File: src/hw/rtl/stc_pkg.sv
// Types and constants shared by the source character tokenizer.
package stc_pkg;

	localparam int TEXT_CHARS = 8;
	localparam int TEXT_BITS  = 8 * TEXT_CHARS;
	localparam logic [63:0] TEXT_MASK = (64'd1 << TEXT_BITS) - 64'd1;

	localparam logic [7:0]  LEN_MAX       = 8'd255;
	localparam logic [7:0]  TEXT_CHARS_LEN = 8'(TEXT_CHARS);
	localparam logic [7:0]  KEPT_BYTES    = 8'd8;

	localparam logic [63:0] KW_EXIT_TEXT = 64'h0000_0000_7469_7865;
	localparam logic [63:0] KW_INT_TEXT  = 64'h0000_0000_0074_6E69;
	localparam logic [7:0]  KW_EXIT_LEN  = 8'd4;
	localparam logic [7:0]  KW_INT_LEN   = 8'd3;

	localparam logic [7:0] CH_DIGIT_LO = 8'h30;
	localparam logic [7:0] CH_DIGIT_HI = 8'h39;
	localparam logic [7:0] CH_UPPER_LO = 8'h41;
	localparam logic [7:0] CH_UPPER_HI = 8'h5A;
	localparam logic [7:0] CH_LOWER_LO = 8'h61;
	localparam logic [7:0] CH_LOWER_HI = 8'h7A;
	localparam logic [7:0] CH_UNDER    = 8'h5F;
	localparam logic [7:0] CH_LPAREN   = 8'h28;
	localparam logic [7:0] CH_RPAREN   = 8'h29;
	localparam logic [7:0] CH_EQUALS   = 8'h3D;
	localparam logic [7:0] CH_SEMI     = 8'h3B;

	typedef enum logic [3:0] {
		KIND_INTLIT = 4'd0,
		KIND_IDENT  = 4'd1,
		KIND_EXIT   = 4'd2,
		KIND_INT    = 4'd3,
		KIND_LPAREN = 4'd4,
		KIND_RPAREN = 4'd5,
		KIND_EQUALS = 4'd6,
		KIND_SEMI   = 4'd7,
		KIND_END    = 4'd8
	} tok_kind_t;

	typedef enum logic [1:0] {
		MODE_IDLE   = 2'd0,
		MODE_NUMBER = 2'd1,
		MODE_IDENT  = 2'd2
	} scan_mode_t;

	typedef struct packed {
		tok_kind_t   kind;
		logic [7:0]  length;
		logic [63:0] text;
		logic        cut;
		logic        last;
	} token_t;

	// Up to two tokens finished by one input beat, in order.
	typedef struct packed {
		logic [1:0] count;
		token_t     tok0;
		token_t     tok1;
	} scan_out_t;

endpackage

File: src/hw/rtl/stc_if.sv
// Handshake channels of the tokenizer: source bytes in, tokens out.
interface stc_in_if;
	logic       valid;
	logic       ready;
	logic [7:0] in_char;
	logic       end_of_input;

	modport source (output valid, output in_char, output end_of_input, input ready);
	modport sink (input valid, input in_char, input end_of_input, output ready);
endinterface

interface stc_out_if;
	logic        valid;
	logic        ready;
	logic [3:0]  token_kind;
	logic [7:0]  token_length;
	logic [63:0] token_text;
	logic        text_cut;
	logic        last;

	modport source (output valid, output token_kind, output token_length,
		output token_text, output text_cut, output last, input ready);
	modport sink (input valid, input token_kind, input token_length,
		input token_text, input text_cut, input last, output ready);
endinterface

File: src/hw/rtl/source_char_tokenizer.sv
// Top level of the byte-serial source tokenizer.
//
// chars: one source byte per beat (in_char), or an end-of-input marker
//   (end_of_input = 1, in_char ignored). Digit runs give integer literals,
//   letters open identifiers (exit and int become keywords), ( ) = ; give
//   single-byte tokens, other bytes only end the pending token.
// tokens: finished tokens with kind, saturating length, the first TEXT_CHARS
//   bytes of text, a cut flag, and last on the final token a beat caused.
//   A beat gives zero, one or two tokens; end of input gives the pending
//   token, if any, then an end token.
// Path: a beat taken on chars passes the input register, then the scan logic
//   writes the tokens it ends into a token queue that drives tokens.
// Throughput: one byte per cycle while the four-entry token queue has room
//   for two tokens, its condition to take a beat; beats that finish two
//   tokens back to back slow intake to the one token per cycle it drains.
// Reset (arst_n low) empties the queue and the input register and returns
//   the scanner to idle with no pending token.
// A stalled receiver fills the queue; chars.ready then drops until tokens
//   are taken. No token is lost or repeated.
module source_char_tokenizer (
	input  logic       clk,
	input  logic       arst_n,
	stc_in_if.sink     chars,
	stc_out_if.source  tokens
);

	logic       valid_s1;
	logic [7:0] char_s1;
	logic       eoi_s1;
	logic       room;
	logic       advance;

	stc_pkg::scan_out_t scan_res;

	assign advance     = valid_s1 && room;
	assign chars.ready = !valid_s1 || advance;

	always_ff @(posedge clk or negedge arst_n) begin
		if (!arst_n) begin
			valid_s1 <= 1'b0;
		end else if (chars.ready) begin
			valid_s1 <= chars.valid;
		end
	end

	always_ff @(posedge clk) begin
		if (chars.ready && chars.valid) begin
			char_s1 <= chars.in_char;
			eoi_s1  <= chars.end_of_input;
		end
	end

	stc_scan u_scan (
		.clk          (clk),
		.arst_n       (arst_n),
		.fire         (advance),
		.in_char      (char_s1),
		.end_of_input (eoi_s1),
		.res          (scan_res)
	);

	stc_result_fifo u_fifo (
		.clk    (clk),
		.arst_n (arst_n),
		.push   (advance),
		.wr     (scan_res),
		.room   (room),
		.tokens (tokens)
	);

endmodule

File: src/hw/rtl/stc_scan.sv
// Scanner state and the per-beat token decision logic.
module stc_scan (
	input  logic                  clk,
	input  logic                  arst_n,
	input  logic                  fire,
	input  logic [7:0]            in_char,
	input  logic                  end_of_input,
	output stc_pkg::scan_out_t    res
);

	stc_pkg::scan_mode_t mode_q, mode_d;
	logic [7:0]          len_q, len_d;
	logic [63:0]         text_q, text_d;

	logic               is_digit, is_letter, extend, pending;
	logic               has_second;
	stc_pkg::tok_kind_t pend_kind, punct_kind;
	logic               is_punct;
	stc_pkg::token_t    pend_tok, second_tok;
	logic [63:0]        append_text;

	always_comb begin
		is_digit  = (in_char >= stc_pkg::CH_DIGIT_LO) && (in_char <= stc_pkg::CH_DIGIT_HI);
		is_letter = ((in_char >= stc_pkg::CH_UPPER_LO) && (in_char <= stc_pkg::CH_UPPER_HI))
			|| ((in_char >= stc_pkg::CH_LOWER_LO) && (in_char <= stc_pkg::CH_LOWER_HI));
		pending   = (mode_q == stc_pkg::MODE_NUMBER) || (mode_q == stc_pkg::MODE_IDENT);
		extend    = !end_of_input
			&& (((mode_q == stc_pkg::MODE_NUMBER) && is_digit)
			|| ((mode_q == stc_pkg::MODE_IDENT)
				&& (is_letter || is_digit || (in_char == stc_pkg::CH_UNDER))));

		if (mode_q == stc_pkg::MODE_NUMBER) begin
			pend_kind = stc_pkg::KIND_INTLIT;
		end else if ((len_q == stc_pkg::KW_EXIT_LEN) && (text_q == stc_pkg::KW_EXIT_TEXT)) begin
			pend_kind = stc_pkg::KIND_EXIT;
		end else if ((len_q == stc_pkg::KW_INT_LEN) && (text_q == stc_pkg::KW_INT_TEXT)) begin
			pend_kind = stc_pkg::KIND_INT;
		end else begin
			pend_kind = stc_pkg::KIND_IDENT;
		end

		is_punct   = 1'b1;
		punct_kind = stc_pkg::KIND_SEMI;
		unique case (in_char)
			stc_pkg::CH_LPAREN: punct_kind = stc_pkg::KIND_LPAREN;
			stc_pkg::CH_RPAREN: punct_kind = stc_pkg::KIND_RPAREN;
			stc_pkg::CH_EQUALS: punct_kind = stc_pkg::KIND_EQUALS;
			stc_pkg::CH_SEMI:   punct_kind = stc_pkg::KIND_SEMI;
			default:            is_punct = 1'b0;
		endcase

		pend_tok.kind   = pend_kind;
		pend_tok.length = len_q;
		pend_tok.text   = text_q & stc_pkg::TEXT_MASK;
		pend_tok.cut    = len_q > stc_pkg::TEXT_CHARS_LEN;
		pend_tok.last   = 1'b0;

		has_second = end_of_input || is_punct;
		if (end_of_input) begin
			second_tok.kind   = stc_pkg::KIND_END;
			second_tok.length = 8'd0;
			second_tok.text   = 64'd0;
			second_tok.cut    = 1'b0;
		end else begin
			second_tok.kind   = punct_kind;
			second_tok.length = 8'd1;
			second_tok.text   = {56'd0, in_char} & stc_pkg::TEXT_MASK;
			second_tok.cut    = 8'd1 > stc_pkg::TEXT_CHARS_LEN;
		end
		second_tok.last = 1'b1;

		res.tok0  = second_tok;
		res.tok1  = second_tok;
		res.count = 2'd0;
		if (!extend && pending) begin
			res.tok0      = pend_tok;
			res.tok0.last = !has_second;
			res.count     = has_second ? 2'd2 : 2'd1;
		end else if (!extend && has_second) begin
			res.count = 2'd1;
		end

		append_text = text_q;
		if (len_q < stc_pkg::KEPT_BYTES) begin
			append_text = text_q | ({56'd0, in_char} << {len_q[2:0], 3'b000});
		end

		if (extend) begin
			mode_d = mode_q;
			len_d  = (len_q == stc_pkg::LEN_MAX) ? len_q : len_q + 8'd1;
			text_d = append_text;
		end else if (!end_of_input && is_digit) begin
			mode_d = stc_pkg::MODE_NUMBER;
			len_d  = 8'd1;
			text_d = {56'd0, in_char};
		end else if (!end_of_input && is_letter) begin
			mode_d = stc_pkg::MODE_IDENT;
			len_d  = 8'd1;
			text_d = {56'd0, in_char};
		end else begin
			mode_d = stc_pkg::MODE_IDLE;
			len_d  = 8'd0;
			text_d = 64'd0;
		end
	end

	always_ff @(posedge clk or negedge arst_n) begin
		if (!arst_n) begin
			mode_q <= stc_pkg::MODE_IDLE;
			len_q  <= 8'd0;
			text_q <= 64'd0;
		end else if (fire) begin
			mode_q <= mode_d;
			len_q  <= len_d;
			text_q <= text_d;
		end
	end

endmodule

File: src/hw/rtl/stc_result_fifo.sv
// Four-entry token queue: up to two writes and one read per cycle.
module stc_result_fifo (
	input  logic               clk,
	input  logic               arst_n,
	input  logic               push,
	input  stc_pkg::scan_out_t wr,
	output logic               room,
	stc_out_if.source          tokens
);

	stc_pkg::token_t mem [4];
	logic [1:0] wr_ptr_q, rd_ptr_q;
	logic [2:0] count_q;
	logic       pop;
	logic [1:0] n_push;
	logic [1:0] wr_ptr_next;

	assign room        = count_q <= 3'd2;
	assign pop         = tokens.valid && tokens.ready;
	assign n_push      = push ? wr.count : 2'd0;
	assign wr_ptr_next = wr_ptr_q + 2'd1;

	assign tokens.valid        = count_q != 3'd0;
	assign tokens.token_kind   = mem[rd_ptr_q].kind;
	assign tokens.token_length = mem[rd_ptr_q].length;
	assign tokens.token_text   = mem[rd_ptr_q].text;
	assign tokens.text_cut     = mem[rd_ptr_q].cut;
	assign tokens.last         = mem[rd_ptr_q].last;

	always_ff @(posedge clk) begin
		if (n_push != 2'd0) begin
			mem[wr_ptr_q] <= wr.tok0;
		end
		if (n_push == 2'd2) begin
			mem[wr_ptr_next] <= wr.tok1;
		end
	end

	always_ff @(posedge clk or negedge arst_n) begin
		if (!arst_n) begin
			wr_ptr_q <= 2'd0;
			rd_ptr_q <= 2'd0;
			count_q  <= 3'd0;
		end else begin
			wr_ptr_q <= wr_ptr_q + n_push;
			if (pop) begin
				rd_ptr_q <= rd_ptr_q + 2'd1;
			end
			count_q <= count_q + {1'b0, n_push} - {2'd0, pop};
		end
	end

endmodule

File: src/flat_wrapper.sv
// flat-port wrapper written by rule: the top's interface ports become plain ports
module source_char_tokenizer_flat 
  (clk, arst_n, chars_valid, chars_in_char, chars_end_of_input, chars_ready, tokens_valid, tokens_token_kind, tokens_token_length, tokens_token_text, tokens_text_cut, tokens_last, tokens_ready);
  stc_in_if chars_i ();
  stc_out_if tokens_i ();
  input  logic clk;
  input  logic arst_n;
  input wire logic [$bits(chars_i.valid)-1:0] chars_valid;
  input wire logic [$bits(chars_i.in_char)-1:0] chars_in_char;
  input wire logic [$bits(chars_i.end_of_input)-1:0] chars_end_of_input;
  output wire logic [$bits(chars_i.ready)-1:0] chars_ready;
  output wire logic [$bits(tokens_i.valid)-1:0] tokens_valid;
  output wire logic [$bits(tokens_i.token_kind)-1:0] tokens_token_kind;
  output wire logic [$bits(tokens_i.token_length)-1:0] tokens_token_length;
  output wire logic [$bits(tokens_i.token_text)-1:0] tokens_token_text;
  output wire logic [$bits(tokens_i.text_cut)-1:0] tokens_text_cut;
  output wire logic [$bits(tokens_i.last)-1:0] tokens_last;
  input wire logic [$bits(tokens_i.ready)-1:0] tokens_ready;
  assign chars_i.valid = chars_valid;
  assign chars_i.in_char = chars_in_char;
  assign chars_i.end_of_input = chars_end_of_input;
  assign chars_ready = chars_i.ready;
  assign tokens_valid = tokens_i.valid;
  assign tokens_token_kind = tokens_i.token_kind;
  assign tokens_token_length = tokens_i.token_length;
  assign tokens_token_text = tokens_i.token_text;
  assign tokens_text_cut = tokens_i.text_cut;
  assign tokens_last = tokens_i.last;
  assign tokens_i.ready = tokens_ready;
  source_char_tokenizer u_core (.clk(clk), .arst_n(arst_n), .chars(chars_i), .tokens(tokens_i));
endmodule
File: config.mk
export PLATFORM = sky130hd
export DESIGN_NAME = source_char_tokenizer_flat
export DESIGN_NICKNAME = d
export VERILOG_FILES = /design/src/hw/rtl/stc_pkg.sv /design/src/hw/rtl/stc_if.sv /design/src/hw/rtl/source_char_tokenizer.sv /design/src/hw/rtl/stc_scan.sv /design/src/hw/rtl/stc_result_fifo.sv /design/src/flat_wrapper.sv
export SDC_FILE = /design/constraint.sdc
export NUM_CORES = 1
export LEC_CHECK = 0
export ABC_AREA = 1
export BUFFER_PORTS_ARGS = -buffer_cell sky130_fd_sc_hd__buf_4
export CORE_UTILIZATION = 55
export CTS_CLUSTER_SIZE = 30
export DETAILED_ROUTE_END_ITERATION = 8
export GPL_TIMING_DRIVEN = 1
export PLACE_DENSITY = 0.78
export SLEW_MARGIN = 30
export SYNTH_ARGS = -nofsm -noshare
export SYNTH_HDL_FRONTEND = slang
export SYNTH_SLANG_ARGS = --single-unit
File: constraint.sdc
create_clock -name clk -period 4.9 [get_ports clk]
set_input_delay 0.98 -clock clk [delete_from_list [all_inputs] [get_ports clk]]
set_output_delay 0.98 -clock clk [all_outputs]
set_load 0.005 [all_outputs]
==> metrics.txt, run 1 <==
initial antenna violation count=0; number of filler cells placed in the layout=3,068; most instantiated library cell after synthesis=nand2_1; outcome=finished clean; Area Overhead vs Synth=9.86%; TritonCTS Sinks=403; width of the die=189 µm; power density normalized to cell area=between 600 and 700 nW/µm²; sequential cell area fraction in the yosys report=~47%; top post-synthesis cells by area=dfxtp_1 (27%), nand2_1 (13%), dfrtp_1 (11%), edfxtp_1 (9.5%), nand3_1 (8.2%); path class of the lowest-slack min-delay path=flop to flop; CP required=3.92 ns; Tot Pwr=roughly 13 mW; Leak Pwr=approximately 11 nW; Setup TNS=0 ns; ordered list of cells on the worst path=inv_4 > buf_12 > o21ai_0 > o21ai_0 > buf_4; sum of buffers and inverters on the critical path=3; layout net count=2,652; Setup Skew=around 0.022 ns; routed via count=between 15,000 and 20,000; Max stage delay on crit path=about 0.72 ns; initial standard-cell utilization of the core=55.7%; placeable core area=34,500 µm²; top cells by count, synth=nand2_1 (681), nor2_1 (348), nand3_1 (315); Worst-Margin Slew=between 1 and 1.5 ns; Synth top area share=roughly 27%; IR Drop Worst-Case VDD=around 0.43 mV; count of flip-flops with a built-in enable after synthesis=61; via density per instance=5.91; kind of start point of the critical path=flop; post-detailed-route DRC marker count=0; number of core rows=between 60 and 70; max_slew headroom=31.4%; final setup violation count=0; diodes inserted=0; unrepaired setup endpoints after global routing=no; routed len/inst=between 15 and 20 µm; Inserted Clock Buffers=43; clock transition at the register clock pins on the worst setup and hold paths after CTS=0.05 ns; final wirelength=57,900 µm; count of endpoints failing hold in the final timing report=0; flop and latch count out of synthesis=between 400 and 500; post-CTS setup repair buffer count=0; count of hold-fix buffers inserted at cts=0; Buffers on Ports=92; Syn Std Cell Area=19,200 µm²; worst-case clock buffer depth=3; grt ovf=0; max-slew violation count=0; category of the worst setup path capture point=output port; synth warn=0; maximum operating frequency=249 MHz; H-Tree Level Count=2; Critical Setup Path Class=flop to output port; syn_area_per_cell=a little over 7 µm²; number of search-and-repair iterations in the first detailed-routing pass=6; full die area=35,700 µm²; Critical Path Slowest Stage Cell=dfrtp_4; worst path arrival time=3.04 ns; floorplan die height=189 µm; part of the cycle the worst path needs=82.1%; GP Congestion=0.987; final instance area=21,100 µm²; proportion of register bits with asynchronous set or reset after synthesis=~20%; clock insertion delay at the later pin of the skew report=0.55 ns; first-pass GRT wire length=90,800 µm; Most common cell on crit path=o21ai_0; largest driver fanout on the critical path=92; Top FF cell, synth=dfxtp_1; First DRT Iteration DRCs=2,298; final hold slack=0.461 ns; Tmin final=around 4.0 ns; antenna viol nets, final=0; ratio of cells with drive above 1 in the final layout=7.85%; cell at the root of the clock tree=clkbuf_16; maximum number of pins on one net before global-route repair=93; synthesized netlist cell count=2,659; I/O Pins=93; total global routing track utilization=about a third; placed inst area=19,700 µm²; post-synthesis cell type count=39; cell type with the highest aggregate area in the netlist=dfxtp_1; Post-CTS Resized=0; cell type group with the largest total delay on the critical path=buffers and inverters; via count of the first global-routing pass=16,900; CTS tree=built; Post-DP HPWL=35,000 µm; Maximum Capacitance Violations=0; post-synth net total=2,681
==> power by group <==
part	switching [mW]	internal (mW)	total (mW)
combinational	3.76	1.78	5.54
clock	1.29	1.84	3.13
sequential	0.415	4.05	4.46
total	5.47	7.66	13.1
==> flip-flops by register name, indices dropped and copies added, names as in the netlist <==
| name | flops |
|---|---|
| u_core.char_s1 | 8 |
| u_core.eoi_s1 | 1 |
| u_core.u_fifo.count_q | 3 |
| u_core.u_fifo.mem | 312 |
| u_core.u_fifo.rd_ptr_q | 2 |
| u_core.u_fifo.wr_ptr_q | 2 |
| u_core.u_scan.len_q | 8 |
| u_core.u_scan.mode_q | 2 |
| u_core.u_scan.text_q | 64 |
| u_core.valid_s1 | 1 |
==> cells by family (layout without fill, tap and decap cells) <==
| family | Yosys count | after routing | share of synthesized area [%] |
|---|---|---|---|
| buf+inv | 409 | 413 | 9.32 |
| flops | 403 | 403 | 47.4 |
| xor+xnor | 6 | 6 | 0.274 |
| fa+ha+maj | 9 | 9 | 0.626 |
| compound gates | 404 | 404 | 11.0 |
| simple gates | 1428 | 1428 | 31.4 |
==> layout make-up <==
| class | instances | area [µm²] | share of cell area (%) |
|---|---|---|---|
| repair buffers | 123 | 961 | 4.56 |
| well taps | 455 | 569 | 2.70 |
| inverters | 212 | 798 | 3.79 |
| clock inverters | 4 | 43.8 | 0.208 |
| clock buffers | 74 | 1290 | 6.14 |
| flip-flops and latches | 403 | 9090 | 43.1 |
| multi-input cells | 1847 | 8330 | 39.5 |
==> routing by layer <==
layer	global-route usage, %	routed length, µm	vias up
li1	-	-	8581
met1	43.2	23900	8700
met2	51.3	27000	1002
met3	5.48	5350	146
met4	12.4	1730	0
met5	0	0	-
==> worst register-to-register path, cell delays in order, from the launching register on <==
cell      delay (ns)
edfxtp_1        0.72
nor2_1          0.37
nand3_2         0.17
nand3_4         0.15
inv_2           0.18
nand2_2         0.09
buf_4           0.73
nand2_1         0.74
==> layout by cell type (no fill, tap or decap), types with 4 or more instances in the layout <==
master	instances
a21oi_1	74
a31oi_1	8
buf_4	120
clkbuf_1	23
clkbuf_16	45
clkbuf_8	6
clkinv_1	4
dfrtp_1	80
dfxtp_1	260
edfxtp_1	61
ha_1	8
inv_1	201
inv_2	7
nand2_1	680
nand2_2	5
nand3_1	315
nand4_1	56
nor2_1	347
nor3_1	8
o21ai_0	253
o21ai_1	5
o22ai_1	61
==> metrics by stage <==
step | util (%) | cells | worst slack (ns)
6_report | 61.2 | 3118 | 0.879
5_1_grt | 61.2 | 3118 | 0.777
4_1_cts | 61.2 | 3118 | 0.956
3_5_place_dp | 57.3 | 3040 | 1.43
3_3_place_gp | 57.3 | 3040 | 1.47
2_1_floorplan | - | 2659 | 2.08
==> final timing paths <==
path | cells after the start | endpoint | slack [ns] | from
hold / removal | 2 | u_core.u_fifo.mem[3][15] | 0.46 | u_core.u_fifo.mem[3][15]
hold reg to reg | 2 | u_core.u_fifo.mem[3][15] | 0.46 | u_core.u_fifo.mem[3][15]
min in group asynchronous | 1 | u_core.u_scan.text_q[22] | 0.49 | arst_n
setup reg to reg | 7 | u_core.u_fifo.mem[1][8] | 1.29 | u_core.eoi_s1
setup / recovery | 5 | tokens_token_text[60] | 0.88 | u_core.u_fifo.rd_ptr_q[0]
max in group asynchronous | 2 | u_core.u_fifo.rd_ptr_q[0] | 3.43 | arst_n
Note: power is estimated with default switching activity, not from simulation.
==> inputs of run 2 (changes only) <==
Clock period 4.9 ns to 4.2 ns, I/O delays scaled along.
==> run 2 against run 1 <==
Total power increased by 19%. Clock-buffer cell count is 5 lower. Via count increased by 0.14%. Wire length is 1.6% higher. Sequential power up 15%.
==> metrics.txt, run 2 (synthesis results as in run 1) <==
final instance area=21,200 µm² (was 21,100 µm²); Largest Register=u_core.u_fifo.mem (unchanged); H-Tree Level Count=2 (unchanged); Maximum Capacitance Violations=0 (unchanged); Net Sw Frac=42.0% (was 41.6%); via count of the first global-routing pass=17,000 (was 16,900); Comb power frac=42.6% (was 42.2%); number of flip-flops in the largest register=312 (unchanged); Worst-Margin Slew=1.04 ns (was 1.03 ns); I/O Pins=93 (unchanged); cell at the root of the clock tree=clkbuf_16 (unchanged); power density normalized to cell area=735 nW/µm² (was 623 nW/µm²); maximum operating frequency=approximately 280 MHz; initial antenna violation count=0 (unchanged); CTS tree=built (unchanged); routed via count=18,500 (was 18,400); placed inst area=19,800 µm² (was 19,700 µm²); unrepaired setup endpoints after global routing=no (unchanged); kind of start point of the critical path=flop (unchanged); largest driver fanout on the critical path=90 (was 92); maximum number of pins on one net before global-route repair=91 (was 93); leading cell type in the layout, fill and taps excluded=nand2_1 (unchanged); via density per instance=5.91 (about the same); outcome=finished clean (unchanged); routed len/inst=18.8 µm (was 18.6 µm); path class of the lowest-slack min-delay path=input port to asynchronous set/reset pin (was flop to flop); IR Drop Worst-Case VDD=0.583 mV (was 0.425 mV); TritonCTS Sinks=403 (unchanged); Area Overhead vs Synth=10.6% (was 9.86%); First DRT Iteration DRCs=2,301 (was 2,298); antenna viol nets, final=0 (unchanged); grt ovf=0 (unchanged); Buffers on Ports=92 (unchanged); clock insertion delay at the later pin of the skew report=0.59 ns (was 0.55 ns); Setup Skew=0.0375 ns (was 0.0218 ns); initial standard-cell utilization of the core=55.7% (unchanged); Tmin final=between 3 and 4 ns; max_slew headroom=31.0% (was 31.4%); register share of total power=32.8% (was 34.0%); final wirelength=58,900 µm (was 57,900 µm); Post-CTS Resized=0 (unchanged); final hold slack=0.334 ns (was 0.461 ns); Final Util=61.6% (was 61.2%); Setup TNS=0 ns (unchanged); max-slew violation count=0 (unchanged); full die area=35,700 µm² (unchanged); placeable core area=34,500 µm² (unchanged); Leak Pwr=10.6 nW (about the same); worst path arrival time=2.73 ns (was 3.04 ns); count of endpoints failing hold in the final timing report=0 (unchanged); part of the cycle the worst path needs=84.9%; Internal Power=9.06 mW (was 7.66 mW); post-detailed-route DRC marker count=0 (unchanged); number of search-and-repair iterations in the first detailed-routing pass=8 (was 6); total global routing track utilization=32.7% (was 32.0%); Inserted Clock Buffers=43 (unchanged); width of the die=189 µm (unchanged); category of the worst setup path capture point=output port (unchanged); Top Registers=u_core.u_fifo.mem x312, u_core.u_scan.text_q x64 (unchanged); GP Congestion=1.02 (was 0.987); CP required=3.36 ns (was 3.92 ns); number of core rows=68 (unchanged); Net Switching=6.55 mW (was 5.47 mW); most used cells in the layout excluding fill and tap cells=nand2_1 (679), nor2_1 (347), nand3_1 (315), dfxtp_1 (260), o21ai_0 (253) (was nand2_1 (680), nor2_1 (347), nand3_1 (315), dfxtp_1 (260), o21ai_0 (253)); count of hold-fix buffers inserted at cts=0 (unchanged); diodes inserted=0 (unchanged); floorplan die height=189 µm (unchanged); Post-DP HPWL=35,900 µm (was 35,000 µm); Critical Setup Path Class=flop to output port (unchanged); clock transition at the register clock pins on the worst setup and hold paths after CTS=0.06 ns (was 0.05 ns); post-CTS setup repair buffer count=0 (unchanged); layout net count=2,658 (was 2,652); ratio of cells with drive above 1 in the final layout=8.47% (was 7.85%); final setup violation count=0 (unchanged); first-pass GRT wire length=92,700 µm (was 90,800 µm); worst-case clock buffer depth=3 (unchanged); fraction of power consumed by the clock network=24.6% (was 23.8%)
==> run 2: cell types whose count changed in the layout (fill, tap and decap cells not counted) <==
cell | previous run | this run
nand2_2 | 5 | 6
clkinv_8 | 0 | 1
buf_4 | 120 | 126
clkinv_1 | 4 | 3
clkbuf_16 | 45 | 46
clkbuf_1 | 23 | 14
clkinv_16 | 0 | 1
nand2_1 | 680 | 679
clkinvlp_4 | 0 | 1
clkbuf_8 | 6 | 9
buf_6 | 0 | 1
buf_12 | 3 | 2
inv_6 | 0 | 1
clkinv_2 | 2 | 4
==> run 2: critical path, stage by stage, from the launching register on <==
cell     delay [ns]
dfrtp_4        0.50
inv_4          0.59
buf_12         0.34
o21ai_0        0.12
o22ai_1        0.32
buf_4          0.18
==> run 2: final cells by class <==
| class | count | area [µm²] |
|---|---|---|
| clock inverter | 9 | 113 |
| sequential | 403 | 9090 |
| tap | 455 | 569 |
| multi-input combinational | 1847 | 8330 |
| inverter | 212 | 798 |
| timing repair buffer | 129 | 997 |
| clock buffer | 69 | 1330 |
| fill | 3091 | 13200 |
==> run 2: power groups by stage <==
stage	sequential [mW]	clock (mW)	combinational, mW
after floorplan	5.02	0	4.24
after global placement	5.14	0	6.36
after detailed placement	5.17	0	6.47
after CTS	5.10	3.85	6.51
after global routing	5.18	4.02	7.20
final	5.12	3.83	6.65
==> run 2: path summary, 6_finish.rpt <==
check                                                from                   endpoint  slack, ns  cells after the start
worst max-delay path            u_core.u_fifo.rd_ptr_q[0]      tokens_token_text[54]       0.63                      5
worst min-delay path                               arst_n   u_core.u_scan.text_q[53]       0.33                      1
worst max register to register          u_core.char_s1[2]    u_core.u_fifo.mem[3][8]       1.04                      9
worst min register to register   u_core.u_fifo.mem[1][28]   u_core.u_fifo.mem[1][28]       0.46                      2
max in group asynchronous                          arst_n  u_core.u_fifo.rd_ptr_q[0]       3.26                      1
min in group clk                       chars_end_of_input              u_core.eoi_s1       0.45                      1
==> run 2: layer usage <==
metal	GRT usage, %	vias to the layer above	wire, µm
li1	-	8584	-
met1	44.4	8685	23900
met2	52.1	1036	27000
met3	6.22	149	6140
met4	11.6	0	1790
met5	0	-	0
==> run 2: stage by stage <==
stage	power (mW)	setup WS [ns]	instances
3_3_place_gp	11.5	1.22	3046
2_1_floorplan	9.26	1.38	2659
3_5_place_dp	11.6	1.15	3046
5_1_grt	16.4	0.518	3124
4_1_cts	15.5	0.675	3124
6_report	15.6	0.632	3124
